==> src/csspan_pkg.sv <==
// Shared widths, register indexes and item types for the circle scanline span block.
// Used by the top level and by the square root pipeline; depends on nothing.
package csspan_pkg;

    localparam int ROW_W   = 12;
    localparam int DIM_W   = 13;
    localparam int OFS_W   = 14;
    localparam int RAD_W   = 26;
    localparam int ROOT_W  = 13;
    localparam int REM_W   = 15;
    localparam int IDX_W   = 3;
    localparam int CFG_W   = 14;
    localparam int DEF_MAX_DIM = 4096;

    localparam logic [IDX_W-1:0] CFG_IMAGE_WIDTH  = 3'd0;
    localparam logic [IDX_W-1:0] CFG_IMAGE_HEIGHT = 3'd1;
    localparam logic [IDX_W-1:0] CFG_CENTER_DX    = 3'd2;
    localparam logic [IDX_W-1:0] CFG_CENTER_DY    = 3'd3;
    localparam logic [IDX_W-1:0] CFG_RADIUS       = 3'd4;

    typedef struct packed {
        logic             covered;
        logic [RAD_W-1:0] rad;
    } t_sq_item;

    typedef struct packed {
        logic              covered;
        logic [ROOT_W-1:0] root;
    } t_sq_res;

endpackage

==> src/csspan_sqrt_pipe.sv <==
// Pipelined integer square root, one result bit per stage, with per-stage stall control.
// Depends on csspan_pkg for widths and the item types.
module csspan_sqrt_pipe (
    input  logic                i_clk,
    input  logic                i_rst_n,
    input  logic                i_valid,
    output logic                o_ready,
    input  csspan_pkg::t_sq_item i_item,
    output logic                o_valid,
    input  logic                i_ready,
    output csspan_pkg::t_sq_res  o_res
);
    import csspan_pkg::*;

    localparam int N = ROOT_W;

    logic              r_vld [N];
    logic              r_cov [N];
    logic [ROOT_W-1:0] r_q   [N];
    logic [REM_W-1:0]  r_rem [N];
    logic [RAD_W-1:0]  r_v   [N];
    logic              w_en  [N];

    genvar k;
    generate
        for (k = 0; k < N; k++) begin : g_stage
            logic              in_vld;
            logic              in_cov;
            logic [ROOT_W-1:0] in_q;
            logic [REM_W-1:0]  in_rem;
            logic [RAD_W-1:0]  in_v;
            logic [REM_W+1:0]  rem_t;
            logic [REM_W+1:0]  trial;
            logic [ROOT_W-1:0] n_q;
            logic [REM_W-1:0]  n_rem;

            if (k == 0) begin : g_first
                assign in_vld = i_valid;
                assign in_cov = i_item.covered;
                assign in_q   = '0;
                assign in_rem = '0;
                assign in_v   = i_item.rad;
            end else begin : g_next
                assign in_vld = r_vld[k-1];
                assign in_cov = r_cov[k-1];
                assign in_q   = r_q[k-1];
                assign in_rem = r_rem[k-1];
                assign in_v   = r_v[k-1];
            end

            if (k == N - 1) begin : g_last_en
                assign w_en[k] = !r_vld[k] || i_ready;
            end else begin : g_mid_en
                assign w_en[k] = !r_vld[k] || w_en[k+1];
            end

            always_comb begin
                rem_t = {in_rem, in_v[RAD_W-1:RAD_W-2]};
                trial = {2'b00, in_q, 2'b01};
                if (rem_t >= trial) begin
                    n_rem = REM_W'(rem_t - trial);
                    n_q   = {in_q[ROOT_W-2:0], 1'b1};
                end else begin
                    n_rem = rem_t[REM_W-1:0];
                    n_q   = {in_q[ROOT_W-2:0], 1'b0};
                end
            end

            always_ff @(posedge i_clk) begin
                if (!i_rst_n) begin
                    r_vld[k] <= 1'b0;
                end else if (w_en[k]) begin
                    r_vld[k] <= in_vld;
                end
                if (w_en[k]) begin
                    r_cov[k] <= in_cov;
                    r_q[k]   <= n_q;
                    r_rem[k] <= n_rem;
                    r_v[k]   <= {in_v[RAD_W-3:0], 2'b00};
                end
            end
        end
    endgenerate

    assign o_ready       = w_en[0];
    assign o_valid       = r_vld[N-1];
    assign o_res.covered = r_cov[N-1];
    assign o_res.root    = r_q[N-1];

endmodule

==> src/circle_scanline_span.sv <==
// Filled circle scanline span generator: row number in, coverage flag and clipped span out.
// Requests pass through four front stages, the 13-stage square root pipeline in
// csspan_sqrt_pipe, and two clipping stages. Throughput is one request per cycle while the
// output is not stalled; every stage holds its own valid bit and fills bubbles.
// Synchronous active-low reset clears all valid bits and loads the register defaults.
// Depends on csspan_pkg and csspan_sqrt_pipe.
module circle_scanline_span #(
    parameter int MAX_DIM = csspan_pkg::DEF_MAX_DIM
) (
    input  logic                          i_clk,
    input  logic                          i_rst_n,
    input  logic                          i_cfg_we,
    input  logic [csspan_pkg::IDX_W-1:0]  i_cfg_idx,
    input  logic [csspan_pkg::CFG_W-1:0]  i_cfg_data,
    input  logic                          i_s_tvalid,
    output logic                          o_s_tready,
    input  logic [15:0]                   i_s_tdata,  // [11:0] row
    output logic                          o_m_tvalid,
    input  logic                          i_m_tready,
    output logic [31:0]                   o_m_tdata,  // [12:0] span_start, [25:13] span_end
    output logic                          o_m_tuser   // [0] covered
);
    import csspan_pkg::*;

    localparam logic [DIM_W-1:0] LP_DIM_MAX =
        (MAX_DIM >= (1 << DIM_W)) ? {DIM_W{1'b1}} : DIM_W'(MAX_DIM);

    logic [DIM_W-1:0] r_width, r_height, r_radius;
    logic [OFS_W-1:0] r_dx, r_dy;

    always_ff @(posedge i_clk) begin
        if (!i_rst_n) begin
            r_width  <= DIM_W'(640);
            r_height <= DIM_W'(480);
            r_dx     <= '0;
            r_dy     <= '0;
            r_radius <= DIM_W'(50);
        end else if (i_cfg_we) begin
            case (i_cfg_idx)
                CFG_IMAGE_WIDTH:  r_width  <= i_cfg_data[DIM_W-1:0];
                CFG_IMAGE_HEIGHT: r_height <= i_cfg_data[DIM_W-1:0];
                CFG_CENTER_DX:    r_dx     <= i_cfg_data[OFS_W-1:0];
                CFG_CENTER_DY:    r_dy     <= i_cfg_data[OFS_W-1:0];
                CFG_RADIUS:       r_radius <= i_cfg_data[DIM_W-1:0];
                default: ;
            endcase
        end
    end

    logic [DIM_W-1:0]  w_wsat, w_hsat;
    logic signed [14:0] w_cx, w_cy, w_rs;

    assign w_wsat = (r_width  > LP_DIM_MAX) ? LP_DIM_MAX : r_width;
    assign w_hsat = (r_height > LP_DIM_MAX) ? LP_DIM_MAX : r_height;
    assign w_cx   = $signed({r_dx[OFS_W-1], r_dx}) + $signed({3'b000, w_wsat[DIM_W-1:1]});
    assign w_cy   = $signed({r_dy[OFS_W-1], r_dy}) + $signed({3'b000, w_hsat[DIM_W-1:1]});
    assign w_rs   = $signed({2'b00, r_radius});

    // Stall control: a stage loads when it is empty or its successor moves.
    logic w_en1, w_en2, w_en3, w_en4, w_en5, w_en6, w_sq_ready, w_sq_valid;
    logic r_v1, r_v2, r_v3, r_v4, r_v5, r_v6;

    assign w_en6 = !r_v6 || i_m_tready;
    assign w_en5 = !r_v5 || w_en6;
    assign w_en4 = !r_v4 || w_sq_ready;
    assign w_en3 = !r_v3 || w_en4;
    assign w_en2 = !r_v2 || w_en3;
    assign w_en1 = !r_v1 || w_en2;
    assign o_s_tready = w_en1;

    always_ff @(posedge i_clk) begin
        if (!i_rst_n) begin
            r_v1 <= 1'b0;
            r_v2 <= 1'b0;
            r_v3 <= 1'b0;
            r_v4 <= 1'b0;
            r_v5 <= 1'b0;
            r_v6 <= 1'b0;
        end else begin
            if (w_en1) r_v1 <= i_s_tvalid;
            if (w_en2) r_v2 <= r_v1;
            if (w_en3) r_v3 <= r_v2;
            if (w_en4) r_v4 <= r_v3;
            if (w_en5) r_v5 <= w_sq_valid;
            if (w_en6) r_v6 <= r_v5;
        end
    end

    logic [ROW_W-1:0]    r_y1;
    logic                r_cov2, r_cov3, r_cov4, r_cov5;
    logic [DIM_W-1:0]    r_ad2;
    logic [RAD_W-1:0]    r_rr3, r_dd3, r_rad4;
    logic signed [15:0]  r_from5, r_to5;
    logic                r_cov6;
    logic [DIM_W-1:0]    r_start6, r_end6;

    logic signed [14:0]  n_d, n_ad;
    logic                n_cov;
    t_sq_item            w_sq_item;
    t_sq_res             w_sq_res;
    logic signed [15:0]  w_cx16, w_half16, w_w16;
    logic [DIM_W-1:0]    n_start, n_end;

    always_comb begin
        n_d   = w_cy - $signed({3'b000, r_y1});
        n_cov = (n_d <= w_rs) && (n_d > -w_rs) && ({1'b0, r_y1} < w_hsat);
        n_ad  = (n_d < 0) ? -n_d : n_d;
    end

    assign w_cx16   = {w_cx[14], w_cx};
    assign w_half16 = $signed({3'b000, w_sq_res.root});
    assign w_w16    = $signed({3'b000, w_wsat});

    always_comb begin
        if (r_from5 < 0) begin
            n_start = '0;
        end else if (r_from5 > w_w16) begin
            n_start = w_wsat;
        end else begin
            n_start = r_from5[DIM_W-1:0];
        end
        if (r_to5 < 0) begin
            n_end = '0;
        end else if (r_to5 > w_w16) begin
            n_end = w_wsat;
        end else begin
            n_end = r_to5[DIM_W-1:0];
        end
    end

    always_ff @(posedge i_clk) begin
        if (w_en1) r_y1 <= i_s_tdata[ROW_W-1:0];
        if (w_en2) begin
            r_cov2 <= n_cov;
            r_ad2  <= n_cov ? n_ad[DIM_W-1:0] : '0;
        end
        if (w_en3) begin
            r_cov3 <= r_cov2;
            r_rr3  <= RAD_W'(r_radius) * RAD_W'(r_radius);
            r_dd3  <= RAD_W'(r_ad2) * RAD_W'(r_ad2);
        end
        if (w_en4) begin
            r_cov4 <= r_cov3;
            r_rad4 <= r_rr3 - r_dd3;
        end
        if (w_en5) begin
            r_cov5  <= w_sq_res.covered;
            r_from5 <= w_cx16 - w_half16;
            r_to5   <= w_cx16 + w_half16 + 16'sd1;
        end
        if (w_en6) begin
            r_cov6   <= r_cov5;
            r_start6 <= r_cov5 ? n_start : '0;
            r_end6   <= r_cov5 ? n_end : '0;
        end
    end

    assign w_sq_item.covered = r_cov4;
    assign w_sq_item.rad     = r_rad4;

    csspan_sqrt_pipe u_sqrt (
        .i_clk   (i_clk),
        .i_rst_n (i_rst_n),
        .i_valid (r_v4),
        .o_ready (w_sq_ready),
        .i_item  (w_sq_item),
        .o_valid (w_sq_valid),
        .i_ready (w_en5),
        .o_res   (w_sq_res)
    );

    assign o_m_tvalid = r_v6;
    assign o_m_tuser  = r_cov6;
    assign o_m_tdata  = {6'b000000, r_end6, r_start6};

    a_uncovered_zero: assert property (@(posedge i_clk) disable iff (!i_rst_n)
        o_m_tvalid && !o_m_tuser |-> o_m_tdata == 32'd0)
        else $error("uncovered row carries a nonzero span");

    a_span_order: assert property (@(posedge i_clk) disable iff (!i_rst_n)
        o_m_tvalid |-> o_m_tdata[12:0] <= o_m_tdata[25:13])
        else $error("span start lies past span end");

    a_span_clip: assert property (@(posedge i_clk) disable iff (!i_rst_n)
        o_m_tvalid |-> o_m_tdata[25:13] <= w_wsat)
        else $error("span end lies past the image width");

    a_full_only: assert property (@(posedge i_clk) disable iff (!i_rst_n)
        !o_s_tready |-> o_m_tvalid && !i_m_tready)
        else $error("input stalled while the output side is free");

endmodule
==> config.mk <==
export PLATFORM = sky130hd
export DESIGN_NAME = circle_scanline_span
export DESIGN_NICKNAME = d
export VERILOG_FILES = /design/src/csspan_pkg.sv /design/src/csspan_sqrt_pipe.sv /design/src/circle_scanline_span.sv
export SDC_FILE = /design/constraint.sdc
export NUM_CORES = 2
export LEC_CHECK = 0
export ABC_CLOCK_PERIOD_IN_PS = 6700
export BUFFER_PORTS_ARGS = -buffer_cell sky130_fd_sc_hd__buf_2
export CAP_MARGIN = 25
export CORE_ASPECT_RATIO = 2
export CORE_MARGIN = 5
export CORE_UTILIZATION = 40
export CTS_BUF_LIST = sky130_fd_sc_hd__clkbuf_8
export DETAILED_ROUTE_END_ITERATION = 16
export HOLD_SLACK_MARGIN = 0.08
export PLACE_DENSITY = 0.59
export SLEW_MARGIN = 20
export SYNTH_ARGS = -nofsm -noshare
export SYNTH_HDL_FRONTEND = slang
export SYNTH_SLANG_ARGS = --single-unit
export TNS_END_PERCENT = 1
==> constraint.sdc <==
create_clock -name i_clk -period 6.7 [get_ports i_clk]
set_input_delay 1.34 -clock i_clk [delete_from_list [all_inputs] [get_ports i_clk]]
set_output_delay 1.34 -clock i_clk [all_outputs]
set_load 0.01 [all_outputs]
==> summary.md <==
| Metric | Value |
|---|---|
| Clk pin slew, worst setup/hold paths | `0.08 ns` |
| Power share of the clock group | `23.2%` |
| Power Density | `302 mW/mm^2` |
| Clock sinks | `675` |
| Status | `complete, no violations` |
| Post-route DRC | `0` |
| Root Buffer | `clkbuf_8` |
| Ys flop type | `edfxtp_1` |
| Die area | `0.113 mm^2` |
| Final net count | `4614` |
| ANT nets after route | `0` |
| Mapped cell area | `0.0426 mm^2` |
| Total vias in the final route | `27500` |
| Crit Path Class | `flop to flop` |
| Slew Limit Headroom | `34.5%` |
| Worst min path class | `flop to flop` |
| Net Sw Power | `4.54 mW` |
| H-tree depth | `3` |
| Synth cell types | `79` |
| Hold violation count in the final report | `0` |
| Total grt overflow | `0` |
| Worst Setup End Kind | `flop` |
| Synth Warn # | `0` |
| GP Congestion | `0.864` |
| Post-synthesis register bit count | `675` |
| Hold_buf cts | `0` |
| Clk_lat worst skew | `0.77 ns` |
| FMAX | `162 MHz` |
| Die X | `241 um` |
| Internal | `9.51 mW` |
| EDFF count, synth | `601` |
| DRT Pass-1 Iters | `5` |
| Leakage | `21.3 nW` |
| Initial DRC count | `940` |
| CTS Buf Count | `93` |
| Largest net degree at the start of global routing | `94` |
| Design Power | `14.1 mW` |
| Vias/cell | `5.07` |
| # Post-CTS Setup Buffers | `0` |
| Hold slack | `0.406 ns` |
| Design Area, Final | `0.0465 mm^2` |
| Post-DP HPWL | `75100 um` |
| Post-synthesis async set-or-reset flop share | `0%` |
| Avg Cell Area, Syn | `11.0 um^2` |
| CTS max path bufs | `3` |
| Critical path required time | `7.20 ns` |
| Startpoint Class | `flop` |
| Final Skew | `0.0334 ns` |
| Placed Area | `0.0446 mm^2` |
| Peak supply drop | `0.149 mV` |
| IO buf count | `62` |
| Layout cell share with drive strength beyond 1 | `6.93%` |
| Combinational power share | `28.5%` |
| Cells after Synth | `3859` |
| Seq/Total Area, Yosys | `45.9%` |
| Total Routed Length | `93400 um` |
| Final Max Tran Viols | `0` |
| Tmin final | `6.19 ns` |
| Max-cap violations | `0` |
| Final setup viols | `0` |
| Synthesis-to-finish area growth | `9.30%` |
| Starting Density | `40.2%` |
| I/O pin cnt | `73` |
| CTS resizes | `0` |
| RSZ-0062 raised after global routing | `false` |
| CTS tree | `done` |
| Wire per inst | `17.2 um` |
| Max FO, Critical Path | `16` |
| CORE AREA | `0.106 mm^2` |
| # rows | `169` |
| Global-route wire length before repair | `148000 um` |
| Total negative slack | `0 ns` |
| Tcrit/Tclk final | `92.4%` |
| Tot GR Track Use | `16.5%` |
| Slew @ Worst Pin | `0.974 ns` |
| Die height | `471 um` |
| Number of global-route vias before repair | `29400` |
| Reg power frac | `48.4%` |
| Worst EP arrival | `6.69 ns` |
| Antenna violations before repair | `1` |
| Reg2reg setup slack | `0.51 ns` |
| Switch share | `32.3%` |
-- cells in the mapped netlist (5+ instances only) --
cell type  instances  area share [%]
or2_2             12            0.18
o31ai_1           20            0.35
nand4_1           34            0.50
o21ai_0          122             1.4
clkbuf_1          81            0.71
mux2i_1           28            0.66
xor2_1            82             1.7
a211oi_1          15            0.26
o41ai_1            5            0.10
nand2b_1          36            0.53
inv_1            548             4.8
buf_4              7            0.12
dfxtp_1           74             3.5
nor3b_1           12            0.21
nand3_1           50            0.59
o21a_1            66             1.2
a21o_1            55            0.97
a41oi_1            6            0.12
nand2_1          363             3.2
a21boi_0          69             1.2
nor2_1           243             2.1
a31oi_1           10            0.15
nand4b_1          11            0.23
or4_1             12            0.21
a21oi_1          156             1.8
xnor2_1          162             3.3
and2_1            56            0.82
nor4_1            33            0.49
or3_1             20            0.29
and3_1            25            0.37
nor2b_1           65            0.96
o21bai_1          20            0.35
o31a_1             5            0.10
o2111ai_1          5            0.10
a31o_2             5            0.10
o211ai_1          12            0.21
ha_1             382              11
mux2_2             7            0.19
nand3b_1           7            0.12
nor3_1            56            0.66
edfxtp_1         601              42
fa_1             214              10
clkinv_1           6           0.053
-- flip-flops by register name, summed over array words and instances (netlist names), 12 cells and up --
signal	flops
r_ad2	13
r_start6	13
r_to5	16
u_sqrt.r_rem	165
u_sqrt.r_vld	13
u_sqrt.r_cov	13
r_width	13
r_rr3	25
r_dd3	25
r_from5	16
r_y1	12
r_dx	14
r_dy	14
u_sqrt.r_v	156
u_sqrt.r_q	91
r_end6	13
r_height	13
r_rad4	26
r_radius	13
-- area by class of cell --
cell class,instances,area (um^2)
Antenna cell,2,5.00
Clock buffer,94,1290
Clock inverter,78,573
Fill cell,9989,59400
Inverter,554,2080
Multi-Input combinational cell,2540,20600
Sequential cell,675,19500
Tap cell,1368,1710
Timing Repair Buffer,116,748
-- critical path: stages, from the launching register on --
cell and delay, ns:
dfxtp_1 0.74, inv_1 0.34, nor2_1 0.33, fa_1 0.47, inv_1 0.08, fa_1 0.41
inv_1 0.07, ha_1 0.23, ha_1 0.27, inv_1 0.05, fa_1 0.53, inv_1 0.04
ha_1 0.32, a21o_1 0.18, a21oi_1 0.21, o21bai_1 0.12, a2111o_1 0.44, a41oi_1 0.35
o21ai_0 0.20, a31o_2 0.27, a21oi_1 0.17, xnor2_1 0.09
-- power by group through the flow --
stage | sequential [mW] | clock (mW) | combinational (mW)
finish | 6.80 | 3.25 | 4.01
global route | 6.93 | 3.53 | 4.49
CTS | 6.81 | 3.38 | 4.07
detailed placement | 6.90 | 0 | 4.05
global placement | 6.85 | 0 | 3.96
floorplan | 6.62 | 0 | 3.08
-- metrics by stage --
step / std cells / utilization, % / setup WS (ns)
after floorplan: 3865 / - / 1.07
after global placement: 5251 / 42.1 / 0.544
after detailed placement: 5252 / 42.1 / 0.510
after CTS: 5424 / 43.9 / 0.489
after global routing: 5426 / 43.9 / 0.104
final: 5427 / 43.9 / 0.511
-- cell usage in the layout, fill, tap and decap left out, types with 12 or more instances in the layout --
cell type  count
a211oi_1      15
a21boi_0      68
a21o_1        55
a21oi_1      156
and2_1        56
and3_1        25
buf_2         62
buf_4         52
clkbuf_8      94
clkinv_1      29
clkinv_2      20
dfxtp_1       74
edfxtp_1     601
fa_1         214
ha_1         382
inv_1        567
mux2i_1       28
nand2_1      362
nand2b_1      36
nand3_1       49
nand4_1       34
nor2_1       243
nor2b_1       65
nor3_1        56
nor3b_1       12
nor4_1        33
o211ai_1      12
o21a_1        66
o21ai_0      122
o21bai_1      20
o31ai_1       20
or2_2         12
or3_1         20
or4_1         12
xnor2_1      162
xor2_1        82
-- path summary, 6_finish.rpt --
kind | start | endpoint | cells past startpoint
setup / recovery | r_radius[1] | r_rr3[24] | 21
setup reg to reg | r_radius[1] | r_rr3[24] | 21
hold reg to reg | u_sqrt.r_v[3][15] | u_sqrt.r_v[3][41] | 0
hold / removal | u_sqrt.r_v[3][15] | u_sqrt.r_v[3][41] | 0
-- cells by family (layout without fill, tap and decap cells) --
| family | after synthesis | in the layout | share of synthesized area, % |
|---|---|---|---|
| xor+xnor | 245 | 245 | 5.06 |
| fa+ha+maj | 597 | 597 | 21.3 |
| compound gates | 613 | 613 | 9.38 |
| buf+inv | 650 | 842 | 5.85 |
| simple gates | 1043 | 1043 | 11.7 |
| mux | 35 | 35 | 0.844 |
| other cells | 1 | 9 | 0.00881 |
| flops | 675 | 675 | 45.9 |
-- routing by layer --
metal | global-route usage [%] | part of all wire (%) | wire, um | vias to the layer above
met4 | 6.94 | 4.3 | 3990 | 0
li1 | - | - | - | 13500
met2 | 35.9 | 62 | 58200 | 378
met3 | 2.20 | 2.8 | 2580 | 212
met1 | 13.9 | 31 | 28600 | 13500
met5 | 0 | 0 | 0 | -
(Power assumes the default switching activity.)
